==> config.mk <==
export PLATFORM = sky130hd
export DESIGN_NAME = timeout_timer_bank_flat
export DESIGN_NICKNAME = d
export VERILOG_FILES = /design/src/design/ttb_pkg.sv /design/src/design/ttb_cmd_if.sv /design/src/design/ttb_rsp_if.sv /design/src/design/ttb_cfg_if.sv /design/src/design/ttb_ram.sv /design/src/design/ttb_div.sv /design/src/design/timeout_timer_bank.sv /design/src/flat_wrapper.sv
export SDC_FILE = /design/constraint.sdc
export NUM_CORES = 2
export LEC_CHECK = 0
export BUFFER_PORTS_ARGS = -buffer_cell sky130_fd_sc_hd__buf_2
export CORE_MARGIN = 2
export CORE_UTILIZATION = 45
export CTS_BUF_LIST = sky130_fd_sc_hd__clkbuf_8
export CTS_CLUSTER_DIAMETER = 30
export DETAILED_ROUTE_END_ITERATION = 12
export PLACE_DENSITY_LB_ADDON = 0.3
export RECOVER_POWER = 50
export SLEW_MARGIN = 20
export SYNTH_ARGS = -nofsm -noshare
export SYNTH_HDL_FRONTEND = slang
export SYNTH_SLANG_ARGS = --single-unit
==> constraint.sdc <==
create_clock -name clk -period 23 [get_ports clk]
set_clock_uncertainty 0.15 [all_clocks]
set_input_delay 6.9 -clock clk [delete_from_list [all_inputs] [get_ports clk]]
set_output_delay 6.9 -clock clk [all_outputs]
set_load 0.05 [all_outputs]
==> src/design/ttb_pkg.sv <==
`default_nettype none

package ttb_pkg;

  localparam int TIMER_COUNT = 16;
  localparam int IDX_W       = (TIMER_COUNT > 1) ? $clog2(TIMER_COUNT) : 1;

  localparam int OP_W      = 3;
  localparam int ID_W      = 4;
  localparam int TMO_W     = 16;
  localparam int ST_W      = 2;
  localparam int COUNT_W   = 23;
  localparam int WIN_W     = 5;
  localparam int CFG_IDX_W = 2;
  localparam int SCALE_W   = 7;

  typedef enum logic [OP_W-1:0] {
    OP_TICK   = 3'd0,
    OP_START  = 3'd1,
    OP_STOP   = 3'd2,
    OP_PAUSE  = 3'd3,
    OP_RESUME = 3'd4,
    OP_QUERY  = 3'd5
  } op_t;

  typedef enum logic [ST_W-1:0] {
    ST_STOPPED = 2'd0,
    ST_RUNNING = 2'd1,
    ST_PAUSED  = 2'd2,
    ST_TIMEOUT = 2'd3
  } st_t;

  localparam logic [CFG_IDX_W-1:0] CFG_W10_START  = 2'd0;
  localparam logic [CFG_IDX_W-1:0] CFG_W10_END    = 2'd1;
  localparam logic [CFG_IDX_W-1:0] CFG_W100_START = 2'd2;
  localparam logic [CFG_IDX_W-1:0] CFG_W100_END   = 2'd3;

  typedef struct packed {
    st_t                status;
    logic [COUNT_W-1:0] count;
    logic [COUNT_W-1:0] limit;
  } entry_t;

  typedef struct packed {
    logic               start;
    logic [COUNT_W-1:0] dividend;
    logic [SCALE_W-1:0] divisor;
  } div_req_t;

  typedef struct packed {
    logic               done;
    logic [COUNT_W-1:0] quotient;
  } div_rsp_t;

endpackage

`default_nettype wire

==> src/design/ttb_cmd_if.sv <==
`default_nettype none

interface ttb_cmd_if import ttb_pkg::*; ();
  logic             valid;
  logic             ready;
  logic [OP_W-1:0]  operation;
  logic [ID_W-1:0]  timer_id;
  logic [TMO_W-1:0] duration;

  modport source (output valid, output operation, output timer_id, output duration,
                  input ready);
  modport sink   (input valid, input operation, input timer_id, input duration,
                  output ready);
endinterface

`default_nettype wire

==> src/design/ttb_rsp_if.sv <==
`default_nettype none

interface ttb_rsp_if import ttb_pkg::*; ();
  logic               valid;
  logic               ready;
  logic [ST_W-1:0]    status;
  logic [COUNT_W-1:0] elapsed;

  modport source (output valid, output status, output elapsed, input ready);
  modport sink   (input valid, input status, input elapsed, output ready);
endinterface

`default_nettype wire

==> src/design/ttb_cfg_if.sv <==
`default_nettype none

interface ttb_cfg_if import ttb_pkg::*; ();
  logic                 valid;
  logic                 ready;
  logic [CFG_IDX_W-1:0] index;
  logic [WIN_W-1:0]     data;

  modport source (output valid, output index, output data, input ready);
  modport sink   (input valid, input index, input data, output ready);
endinterface

`default_nettype wire

==> src/design/ttb_ram.sv <==
`default_nettype none

module ttb_ram #(
  parameter  int WIDTH = 8,
  parameter  int DEPTH = 16,
  localparam int AW    = (DEPTH > 1) ? $clog2(DEPTH) : 1
) (
  input  wire logic                 clk,
  input  wire logic                 wr_en,
  input  wire logic [AW-1:0]        wr_addr,
  input  wire logic [WIDTH-1:0]     wr_data,
  input  wire logic [AW-1:0]        rd_addr,
  output      logic [WIDTH-1:0]     rd_data
);
  logic [WIDTH-1:0] mem [DEPTH];

  always_ff @(posedge clk) begin
    if (wr_en) begin
      mem[wr_addr] <= wr_data;
    end
    rd_data <= mem[rd_addr];
  end
endmodule

`default_nettype wire

==> src/design/ttb_div.sv <==
`default_nettype none

module ttb_div import ttb_pkg::*; (
  input  wire logic     clk,
  input  wire logic     rst,
  input  wire div_req_t req,
  output      div_rsp_t rsp
);
  localparam int MUL_W  = 24;
  localparam int PROD_W = COUNT_W + MUL_W;
  localparam logic [MUL_W-1:0] MUL10  = MUL_W'(13421773);
  localparam logic [MUL_W-1:0] MUL100 = MUL_W'(10737419);
  localparam int SH10  = 27;
  localparam int SH100 = 30;

  logic               done;
  logic [SCALE_W-1:0] divisor;
  logic [PROD_W-1:0]  prod;
  logic [MUL_W-1:0]   mul;
  logic [COUNT_W-1:0] quo;

  // reciprocal multiply, exact for any 23-bit dividend
  always_comb begin
    case (req.divisor)
      SCALE_W'(10):  mul = MUL10;
      SCALE_W'(100): mul = MUL100;
      default:       mul = MUL_W'(1);
    endcase
  end

  always_comb begin
    case (divisor)
      SCALE_W'(10):  quo = COUNT_W'(prod >> SH10);
      SCALE_W'(100): quo = COUNT_W'(prod >> SH100);
      default:       quo = COUNT_W'(prod);
    endcase
  end

  always_ff @(posedge clk) begin
    if (rst) begin
      done <= 1'b0;
    end else begin
      done <= req.start;
      if (req.start) begin
        divisor <= req.divisor;
        prod    <= PROD_W'(req.dividend) * PROD_W'(mul);
      end
    end
  end

  assign rsp.done     = done;
  assign rsp.quotient = quo;
endmodule

`default_nettype wire

==> src/design/timeout_timer_bank.sv <==
// Timeout timer bank: TIMER_COUNT timers sharing a common tick.
// Channels: cmd (operation, timer_id, duration), rsp (status, elapsed) and a
// cfg write port that sets the 10x and 100x id windows; cfg is always ready.
// Only a query request produces a response; all other operations are silent.
// Timer state lives in one single-port-write RAM, one entry per timer.
// Tick: the sequencer walks the RAM one timer per cycle, and cmd is not ready
// until the walk has passed the last timer.
// Start, stop, pause, resume: one read-modify-write in S_CMD, after which cmd
// is ready again.
// Query: the count is divided by the scale with a registered reciprocal
// multiply; the request passes S_CMD, S_DIV and S_OUT, and the response is
// valid in the same cycle that cmd is ready again.
// Responses sit in an output register; a new request is taken while one waits.
// If rsp stalls, a following query holds in its last step until rsp frees up.
// Reset: windows go to zero, then a clearing pass writes every RAM entry to
// stopped/zero with cmd not ready.
`default_nettype none

module timeout_timer_bank import ttb_pkg::*; (
  input  wire logic clk,
  input  wire logic rst,
  ttb_cmd_if.sink   cmd,
  ttb_rsp_if.source rsp,
  ttb_cfg_if.sink   cfg
);
  typedef enum logic [2:0] {S_CLEAR, S_IDLE, S_TICK, S_CMD, S_DIV, S_OUT} state_t;
  typedef enum logic [1:0] {SCALE_1, SCALE_10, SCALE_100} scale_t;

  localparam logic [IDX_W-1:0] LAST_IDX = IDX_W'(TIMER_COUNT - 1);

  state_t             state;
  logic [IDX_W-1:0]   idx;
  op_t                op_q;
  logic [ID_W-1:0]    id_q;
  logic [IDX_W-1:0]   addr_q;
  logic               id_ok_q;
  logic [TMO_W-1:0]   tmo_q;
  st_t                res_status;
  logic               rsp_valid;
  st_t                rsp_status;
  logic [COUNT_W-1:0] rsp_elapsed;

  logic [WIN_W-1:0]   w10_start;
  logic [WIN_W-1:0]   w10_end;
  logic [WIN_W-1:0]   w100_start;
  logic [WIN_W-1:0]   w100_end;

  logic               wr_en;
  logic [IDX_W-1:0]   wr_addr;
  entry_t             wr_data;
  logic [IDX_W-1:0]   rd_addr;
  entry_t             rd_entry;
  entry_t             tick_entry;
  entry_t             cmd_entry;
  logic [COUNT_W-1:0] cnt_inc;
  logic [COUNT_W-1:0] tmo_ext;
  logic [COUNT_W-1:0] tmo_scaled;
  scale_t             scale;
  div_req_t           div_req;
  div_rsp_t           div_rsp;
  logic               cmd_fire;
  logic               out_free;

  function automatic logic [IDX_W-1:0] to_addr(input logic [ID_W-1:0] id);
    logic [31:0] w;
    w = 32'(id);
    return w[IDX_W-1:0];
  endfunction

  function automatic scale_t scale_of(input logic [ID_W-1:0] id,
                                      input logic [WIN_W-1:0] s10,
                                      input logic [WIN_W-1:0] e10,
                                      input logic [WIN_W-1:0] s100,
                                      input logic [WIN_W-1:0] e100);
    logic [WIN_W-1:0] x;
    x = WIN_W'(id);
    if (s10 < x && x < e10) begin
      return SCALE_10;
    end else if (s100 < x && x < e100) begin
      return SCALE_100;
    end
    return SCALE_1;
  endfunction

  assign cmd.ready = (state == S_IDLE);
  assign cmd_fire  = cmd.valid && cmd.ready;
  assign out_free  = !rsp_valid || rsp.ready;
  assign cfg.ready = 1'b1;

  assign rsp.valid   = rsp_valid;
  assign rsp.status  = rsp_status;
  assign rsp.elapsed = rsp_elapsed;

  always_ff @(posedge clk) begin
    if (rst) begin
      w10_start  <= '0;
      w10_end    <= '0;
      w100_start <= '0;
      w100_end   <= '0;
    end else if (cfg.valid && cfg.ready) begin
      unique case (cfg.index)
        CFG_W10_START:  w10_start  <= cfg.data;
        CFG_W10_END:    w10_end    <= cfg.data;
        CFG_W100_START: w100_start <= cfg.data;
        CFG_W100_END:   w100_end   <= cfg.data;
        default: ;
      endcase
    end
  end

  ttb_ram #(
    .WIDTH ($bits(entry_t)),
    .DEPTH (TIMER_COUNT)
  ) u_ram (
    .clk     (clk),
    .wr_en   (wr_en),
    .wr_addr (wr_addr),
    .wr_data (wr_data),
    .rd_addr (rd_addr),
    .rd_data (rd_entry)
  );

  ttb_div u_div (
    .clk (clk),
    .rst (rst),
    .req (div_req),
    .rsp (div_rsp)
  );

  always_comb begin
    scale   = scale_of(id_q, w10_start, w10_end, w100_start, w100_end);
    tmo_ext = COUNT_W'(tmo_q);
    case (scale)
      SCALE_10:  tmo_scaled = (tmo_ext << 3) + (tmo_ext << 1);
      SCALE_100: tmo_scaled = (tmo_ext << 6) + (tmo_ext << 5) + (tmo_ext << 2);
      default:   tmo_scaled = tmo_ext;
    endcase
  end

  always_comb begin
    tick_entry = rd_entry;
    cnt_inc    = rd_entry.count + COUNT_W'(1);
    if (rd_entry.status == ST_RUNNING) begin
      tick_entry.count = cnt_inc;
      if (rd_entry.limit <= cnt_inc) begin
        tick_entry.status = ST_TIMEOUT;
      end
    end
  end

  always_comb begin
    cmd_entry = rd_entry;
    case (op_q)
      OP_START: begin
        cmd_entry.status = ST_RUNNING;
        cmd_entry.count  = '0;
        cmd_entry.limit  = tmo_scaled;
      end
      OP_STOP: begin
        cmd_entry.status = ST_STOPPED;
        cmd_entry.count  = '0;
      end
      OP_PAUSE:  cmd_entry.status = ST_PAUSED;
      OP_RESUME: begin
        if (rd_entry.status == ST_PAUSED) begin
          cmd_entry.status = ST_RUNNING;
        end
      end
      default: ;
    endcase
  end

  always_comb begin
    wr_en            = 1'b0;
    wr_addr          = idx;
    wr_data          = cmd_entry;
    rd_addr          = idx;
    div_req.start    = 1'b0;
    div_req.dividend = id_ok_q ? rd_entry.count : '0;
    case (scale)
      SCALE_10:  div_req.divisor = SCALE_W'(10);
      SCALE_100: div_req.divisor = SCALE_W'(100);
      default:   div_req.divisor = SCALE_W'(1);
    endcase
    unique case (state)
      S_CLEAR: begin
        wr_en   = 1'b1;
        wr_data = '0;
      end
      S_IDLE: rd_addr = (op_t'(cmd.operation) == OP_TICK) ? '0 : to_addr(cmd.timer_id);
      S_TICK: begin
        rd_addr = (idx == LAST_IDX) ? idx : idx + IDX_W'(1);
        wr_en   = 1'b1;
        wr_data = tick_entry;
      end
      S_CMD: begin
        rd_addr       = addr_q;
        wr_addr       = addr_q;
        wr_en         = id_ok_q && (op_q == OP_START || op_q == OP_STOP ||
                                    op_q == OP_PAUSE || op_q == OP_RESUME);
        div_req.start = (op_q == OP_QUERY);
      end
      default: ;
    endcase
  end

  always_ff @(posedge clk) begin
    if (rst) begin
      state     <= S_CLEAR;
      idx       <= '0;
      rsp_valid <= 1'b0;
    end else begin
      if (state == S_OUT && out_free) begin
        rsp_valid <= 1'b1;
      end else if (rsp.ready) begin
        rsp_valid <= 1'b0;
      end
      unique case (state)
        S_CLEAR: begin
          if (idx == LAST_IDX) begin
            state <= S_IDLE;
          end else begin
            idx <= idx + IDX_W'(1);
          end
        end
        S_IDLE: begin
          if (cmd_fire) begin
            op_q    <= op_t'(cmd.operation);
            id_q    <= cmd.timer_id;
            addr_q  <= to_addr(cmd.timer_id);
            id_ok_q <= 32'(cmd.timer_id) < TIMER_COUNT;
            tmo_q   <= cmd.duration;
            idx     <= '0;
            state   <= (op_t'(cmd.operation) == OP_TICK) ? S_TICK : S_CMD;
          end
        end
        S_TICK: begin
          if (idx == LAST_IDX) begin
            state <= S_IDLE;
          end else begin
            idx <= idx + IDX_W'(1);
          end
        end
        S_CMD: begin
          res_status <= id_ok_q ? rd_entry.status : ST_STOPPED;
          state      <= (op_q == OP_QUERY) ? S_DIV : S_IDLE;
        end
        S_DIV: begin
          if (div_rsp.done) begin
            state <= S_OUT;
          end
        end
        S_OUT: begin
          if (out_free) begin
            rsp_status  <= res_status;
            rsp_elapsed <= div_rsp.quotient;
            state       <= S_IDLE;
          end
        end
        default: state <= S_IDLE;
      endcase
    end
  end
endmodule

`default_nettype wire

==> src/flat_wrapper.sv <==
// flat-port wrapper written by rule: the top's interface ports become plain ports
module timeout_timer_bank_flat import ttb_pkg::*;
  (clk, rst, cmd_valid, cmd_operation, cmd_timer_id, cmd_duration, cmd_ready, rsp_valid, rsp_status, rsp_elapsed, rsp_ready, cfg_valid, cfg_index, cfg_data, cfg_ready);
  ttb_cmd_if cmd_i ();
  ttb_rsp_if rsp_i ();
  ttb_cfg_if cfg_i ();
  input  wire logic clk;
  input  wire logic rst;
  input wire logic [$bits(cmd_i.valid)-1:0] cmd_valid;
  input wire logic [$bits(cmd_i.operation)-1:0] cmd_operation;
  input wire logic [$bits(cmd_i.timer_id)-1:0] cmd_timer_id;
  input wire logic [$bits(cmd_i.duration)-1:0] cmd_duration;
  output wire logic [$bits(cmd_i.ready)-1:0] cmd_ready;
  output wire logic [$bits(rsp_i.valid)-1:0] rsp_valid;
  output wire logic [$bits(rsp_i.status)-1:0] rsp_status;
  output wire logic [$bits(rsp_i.elapsed)-1:0] rsp_elapsed;
  input wire logic [$bits(rsp_i.ready)-1:0] rsp_ready;
  input wire logic [$bits(cfg_i.valid)-1:0] cfg_valid;
  input wire logic [$bits(cfg_i.index)-1:0] cfg_index;
  input wire logic [$bits(cfg_i.data)-1:0] cfg_data;
  output wire logic [$bits(cfg_i.ready)-1:0] cfg_ready;
  assign cmd_i.valid = cmd_valid;
  assign cmd_i.operation = cmd_operation;
  assign cmd_i.timer_id = cmd_timer_id;
  assign cmd_i.duration = cmd_duration;
  assign cmd_ready = cmd_i.ready;
  assign rsp_valid = rsp_i.valid;
  assign rsp_status = rsp_i.status;
  assign rsp_elapsed = rsp_i.elapsed;
  assign rsp_i.ready = rsp_ready;
  assign cfg_i.valid = cfg_valid;
  assign cfg_i.index = cfg_index;
  assign cfg_i.data = cfg_data;
  assign cfg_ready = cfg_i.ready;
  timeout_timer_bank u_core (.clk(clk), .rst(rst), .cmd(cmd_i), .rsp(rsp_i), .cfg(cfg_i));
endmodule
# [After elaboration in Yosys (flattened, before gate mapping)]
# Memories as Yosys holds them, arrays and structs flattened. A register that Yosys moved wholly into a read port is not among the register bits.
# Cells that the tools add are included.
[word_totals] wordCells=116 ff_bits=133 mem_bits_rw=768 memories=1 input_bits=35
[mem_list] memory="u_core.u_ram.mem" words=16 word_bits=48 read_ports=1 rd_ports_with_merged_regs=1 write_ports=1 line_no="ttb_ram.sv:15" rtl="logic [WIDTH-1:0] mem [DEPTH];"
[op_classes] add_sub_neg=5 reduce_logical=26 n_bitwise=1 n_eq_ne=26 multipliers=1 mux=35 order_cmp=5
[ops] cell="48-bit one-hot mux with 2 select lines" n=1
[ops] cell="23-bit one-hot mux with 2 select lines" n=2
[ops] cell="24-bit one-hot mux with 2 select lines" n=1
[ops] cell="23-bit by 24-bit multiplier with 47-bit output" n=1
[ops] cell="23-bit two-way mux" n=2
[ops] cell="25-bit two-way mux" n=1
[ops] cell="22-bit by 21-bit adder with 23-bit output" n=1
[ops] cell="23-bit by 1-bit adder with 23-bit output (second input constant)" n=1
[ops] cell="23-bit by 18-bit adder with 23-bit output" n=1
[ops] cell="23-bit <= comparator" n=1
[ops] cell="19-bit by 17-bit adder with 20-bit output" n=1
[ops] cell="4-bit two-way mux" n=4
[ops] cell="3-bit two-way mux" n=5
[ops] cell="3-bit one-hot mux with 5 select lines" n=1
[ops] cell="7-bit by 4-bit equality test with 1-bit output (second input constant)" n=2
[ops] cell="7-bit equality test (second input constant)" n=2
[ops] cell="7-bit one-hot mux with 2 select lines" n=1
[ops] cell="2-bit AND reduction" n=7
[ops] cell="3-bit by 2-bit equality test with 1-bit output (second input constant)" n=4
[ops] cell="3-bit equality test (second input constant)" n=4
[ops] cell="4-bit one-hot mux with 3 select lines" n=1
[ops] cell="4-bit by 5-bit less-than comparator with 1-bit output" n=2
[ops] cell="5-bit by 4-bit less-than comparator with 1-bit output" n=2
[ops] cell="2-bit two-way mux" n=5
[ops] cell="21 further kinds" n=46

# [Depth between registers and ports, before layout]
[logic_depth] depth_word=10 mapped_depth=35 ltp_nobuf=33

# [By module]
# A second synthesis with hierarchy kept.
[unflattened] hier_cells=3677 hier_area_um2=53035.9
[modules_own_cells] mod="ttb_ram" area_per_inst_um2=29694.7 cells_each=1242 n_inst=1 seq_area_each_um2=24023.0
[modules_own_cells] mod="ttb_div" area_per_inst_um2=16449.5 cells_each=1652 n_inst=1 seq_area_each_um2=1521.5
[modules_own_cells] mod="timeout_timer_bank" area_per_inst_um2=6891.6 cells_each=783 n_inst=1 seq_area_each_um2=2062.0

# [Worst setup path after synthesis]
# Ideal clock, no wire load.
[synth_path] path_type="in2reg" startpoint="in rst" endpoint="reg u_core.rsp_elapsed[0] (netlist: u_core.rsp.elapsed[0]) (enable)" t_required_ns=22.406 setup_ns=0.444 cell_stages=2 arrival_ns=9.015 path_buffers=1 slack_ns=13.391 path_cell_list="clkbuf_1 > nor3b_1"
[synth_between] elab_chain_cells=2
[synth_rtl] item="start, declared" line_no="flat_wrapper.sv:8" rtl="input wire logic rst;"
[synth_rtl] item="1-bit NOT (no source line)"
[synth_rtl] item="3-bit AND reduction (no source line)"
[synth_rtl] item="end signal, assigned" line_no="timeout_timer_bank.sv:256" rtl="rsp_elapsed <= div_rsp.quotient;"
[synth_rtl] item="end, declared" line_no="timeout_timer_bank.sv:41" rtl="logic [COUNT_W-1:0] rsp_elapsed;"
# Every way passes these cells.
# A chain may end at the register's enable or synchronous reset.

# [Worst setup path in the final report]
[layout_path] startpoint="reg u_core.id_q[1]" endpoint="reg u_core.u_div.prod[46] (data pin)"
[layout_between] elab_chain_cells=10
[layout_rtl] item="start, declared" line_no="timeout_timer_bank.sv:34" rtl="logic [ID_W-1:0] id_q;"
[layout_rtl] item="start signal, assigned" line_no="timeout_timer_bank.sv:229" rtl="id_q <= cmd.timer_id;"
[layout_rtl] item="5-bit by 4-bit less-than comparator with 1-bit output / 4-bit by 5-bit less-than comparator with 1-bit output (equally long branches)" line_no="timeout_timer_bank.sv:79" rtl="end else if (s100 < x && x < e100) begin"
[layout_rtl] item="1-bit logical AND" line_no="timeout_timer_bank.sv:79"
[layout_rtl] item="1-bit two-way mux" line_no="timeout_timer_bank.sv:79"
[layout_rtl] item="1-bit two-way mux" line_no="timeout_timer_bank.sv:77" rtl="if (s10 < x && x < e10) begin"
[layout_rtl] item="2-bit two-way mux (*)" line_no="timeout_timer_bank.sv:82" rtl="return SCALE_1;"
[layout_rtl] item="2-bit equality test / 2-bit by 1-bit equality test with 1-bit output (equally long branches)" line_no="timeout_timer_bank.sv:180" rtl="case (scale)"
[layout_rtl] item="7-bit one-hot mux with 2 select lines (*)" line_no="timeout_timer_bank.sv:180"
[layout_rtl] item="7-bit equality test / 7-bit by 4-bit equality test with 1-bit output (equally long branches)" line_no="ttb_div.sv:24" rtl="case (req.divisor)"
[layout_rtl] item="24-bit one-hot mux with 2 select lines (*)" line_no="ttb_div.sv:24"
[layout_rtl] item="23-bit by 24-bit multiplier with 47-bit output (*)" line_no="ttb_div.sv:46" rtl="prod <= PROD_W'(req.dividend) * PROD_W'(mul);"
[layout_rtl] item="end signal, assigned" line_no="ttb_div.sv:46"
[layout_rtl] item="end, declared" line_no="ttb_div.sv:18" rtl="logic [PROD_W-1:0] prod;"
# Mark *: on every way between the ends. The rest lies on a longest branch, timed or not.

==> results by group <==
Logic synthesis
  – Main combinational cell family by area after synthesis: adder cells
  – Post-synthesis cell area: around 55000 um2
  – Post-synthesis xor/xnor area fraction: ~1.4%
  – Ys async rst share: 0%
  – Syn_nets: roughly 4700
  – Post-synthesis mux area share: around 14%
  – Compound-Gate Fraction of Synth Area: between 4 and 5%
  – Post-Syn Instances: between 3000 and 4000
  – Syn avg cell area: between 10 and 15 um2
  – Largest area contributor in the netlist: edfxtp_1
  – Simple-gate area share of the yosys netlist: approximately 3.9%
  – Post-synthesis sequential area ratio: about half
  – Primary FF master, synth: edfxtp_1
  – Post-synth EDFFs: about 860
  – Synthesis-stage register bit count: 941
  – Synth top area cells: edfxtp_1 47%, fa_1 14%, mux2i_1 14%, ha_1 7.2%, inv_1 3.7%
  – Synthesis warning total: 0
  – Synth cell types: 80
  – Share of the synthesized area in the top cell type: 47.4%
  – Adder-cell share of the synthesized area: roughly a fifth

Floorplanning
  – Die Ht: approximately 350 um
  – I/O pin count: 63
  – Cell Rows: roughly 130
  – Core Region: roughly 120000 um2
  – Initial Util: 45.5%
  – DIE AREA: about 120000 um2
  – Die Wd: 353 um

Timing
  – Setup TNS: 0 ps
  – Crit path time final: about 12000 ps
  – Final setup viols: 0
  – Slew Viols, Final: around 740
  – Fmax: 84.8 MHz
  – Slew @ Worst Pin: between 4000 and 5000 ps
  – Period utilization: ~50%
  – RSZ-0062 raised after global routing: false
  – Rel. slew slack: -227%
  – Final Hold Vio Count: 0

Power and ir drop
  – Clock Power Share: roughly a fifth
  – Net Switching: around 3.5 mW
  – Net switching fraction of the power: 41.9%
  – Flop pwr share: between 20% and 30%
  – Total internal power: between 4 and 5 mW
  – Max rail drop VDD: ~270 uV
  – Pwr dens: approximately 140 nW/um2
  – Leakage: about 25 nW
  – Comb pwr share: approximately 55%

Global routing
  – GRT overflow: 0
  – Total track usage: ~22%
  – Met1 Usage GRT: between 20% and 30%
  – First-pass GRT wire length: slightly above 200000 um
  – Vias in the first global route: around 33000
  – Largest net degree at the start of global routing: between 100 and 150
  – GRT met2 Usage: between 30% and 40%
  – Met3 usage: about 3.4%
  – Grt peak-use layer: met2
  – Initial antenna violation count: 6

Cells and area
  – Fraction of layout cells with a size suffix above 1: under 10%
  – Fill count: ~10000
  – Post-layout nets: roughly 4900
  – Post-Route Utilization: approximately 50%
  – Layout Area Growth over Synthesis: 10.4%

Critical path
  – Slowest CP cell: clkbuf_1
  – R2r worst-path depth: 31
  – Arrival @ worst endpoint: between 10000 and 15000 ps
  – Most frequent CP cell: fa_1
  – Kind of start point of the critical path: register
  – CP required: approximately 23000 ps
  – Crit-path max FO: 35
  – Crit Path Class: register to register
  – Slowest cell delay on critical path: 1160 ps
  – CP endpoint kind: register

Clock network
  – Setup bufs post-CTS: 0
  – Max Buffers Root-to-Sink: 3
  – Inserted Clock Buffers: ~170
  – Clk_lat worst skew: about 840 ps
  – CTS tree: built
  – Clock-pin slew on the worst setup and hold paths: around 50 ps
  – CTS root buf: clkbuf_8
  – Sink Count: 941
  – CTS Hold Buffers Added: 0
  – H-tree depth: 4
  – # resized after CTS: 0

Placement
  – RD Place Congestion: 0.915
  – I/O Buffers: between 60 and 70
  – Final HPWL DP: 89000 um

Route
  – DRC Markers: 0
  – Drt first pass iters: 6
  – DRT antenna net count: 0
  – Iteration-0 DRC count of the detailed router: between 2000 and 2500
  – DRT Wirelength: about 130000 um
  – DR WL/cell: 22.8 um
  – Routed vias/inst: 5.36
  – Vias: ~32000

Hold path
  – Hold Path Depth: 2
  – Hold WC Path Type: register to register

Outcome
  – Failing checks: capacitance limit, slew limit
  – Status: finished with violations

Job
  – Max Cap Viol: 27
## power groups by stage
stage / logic (mW) / registers [mW] / clock network (mW)
after floorplan: 3.50 / 2.13 / 0
after global placement: 4.57 / 2.16 / 0
after detailed placement: 4.60 / 2.16 / 0
after CTS: 4.64 / 2.12 / 1.68
after global routing: 5.27 / 2.13 / 1.76
final: 4.62 / 2.13 / 1.65
## synth_stat cells (52+ instances only)
cell and n:
edfxtp_1 864, mux2i_1 746, inv_1 537, fa_1 374, ha_1 313, nand2_1 148, nor2_1 111, a21oi_1 84
dfxtp_1 77, o21ai_0 76, nand3_1 54, xnor2_1 52
## kinds of logic (layout without fill, tap and decap cells)
group                    Yosys count  count (layout)
other                              1               2
AND/OR/NAND/NOR                  449             449
flip-flops                       941             941
buffers and inverters            682            1008
adder cells (fa/ha/maj)          687             687
XOR/XNOR                          86              86
AO/OA/AOI/OAI                    362             362
multiplexers                     756             756
## sequential cells by signal, indices dropped and copies added, names as in the netlist
| name | flops |
|---|---|
| u_core.w10_start | 5 |
| u_core.op_q | 3 |
| u_core.state | 3 |
| u_core.w100_end | 5 |
| u_core.u_div.prod | 43 |
| u_core.w10_end | 5 |
| u_core.u_div.divisor | 3 |
| u_core.w100_start | 5 |
| u_core.u_div.done | 1 |
| u_core.res_status | 2 |
| u_core.u_ram.rd_data | 48 |
| u_core.idx | 4 |
| u_core.rsp.elapsed | 23 |
| u_core.id_q | 4 |
| u_core.u_ram.mem | 768 |
| u_core.tmo_q | 16 |
| u_core.rsp.valid | 1 |
| u_core.rsp.status | 2 |
## per-stage QoR
step	hold slack (ps)	setup WS [ps]	cell area, um2	power (mW)	cells
after floorplan	250	13390	54700	5.63	3964
after global placement	314	10950	56900	6.73	5580
after detailed placement	337	10840	56900	6.76	5580
after CTS	349	11750	60600	8.44	5902
after global routing	377	10860	60400	9.15	5903
final	344	11210	60400	8.40	5903
## layout by cell type, fill, tap and decap left out, types with 10 or more instances in the layout
cell        count
bufinv_16      13
ha_1          313
edfxtp_1      864
a31oi_1        17
fa_1          374
a21o_1         47
a22oi_1        20
inv_1         584
xnor2_1        52
nor3_1         21
nand4_1        14
o21bai_1       15
clkbuf_1       33
and2_1         31
xor2_1         34
o21a_1         10
o211ai_1       12
mux2i_1       746
buf_4          46
nor2_1        103
clkinv_1       21
clkinv_2       26
or3_1          11
a21oi_1        81
buf_2          61
dfxtp_1        77
nand3_1        54
o21ai_0        78
clkinvlp_4     12
nand2b_1       14
clkbuf_8      190
nand2_1       148
## path summary, 6_finish.rpt
kind	from	endpoint	slack (ps)
max	u_core.id_q[1]	u_core.u_div.prod[46]	11210
min	u_core.w10_start[0]	u_core.w10_start[0]	340
max reg2reg	u_core.id_q[1]	u_core.u_div.prod[46]	11210
min reg2reg	u_core.w10_start[0]	u_core.w10_start[0]	340
## final cells by class
| class | count | area, um2 | share of cell area [%] |
|---|---|---|---|
| well taps | 1612 | 2020 | 3.34 |
| multi-input cells | 2341 | 24400 | 40.4 |
| flip-flops and latches | 941 | 27500 | 45.5 |
| clock inverters | 132 | 1060 | 1.75 |
| clock buffers | 190 | 2620 | 4.33 |
| inverters | 544 | 2040 | 3.38 |
| repair buffers | 142 | 815 | 1.35 |
| diodes | 1 | 2.50 | 0.00414 |
## layer usage
metal	up-vias	routed length, um
li1	14400	-
met1	16000	57400
met2	996	66000
met3	246	7400
met4	2	3840
met5	-	13
## worst max-delay path: cells and delay by family, from the launching register on
kind	cells	cell delay, ps
fa+ha+maj	9	4220
flops	1	560
compound gates	9	1740
simple gates	4	1480
buf+inv	9	3320
Note: power is estimated with default switching activity, not from simulation.
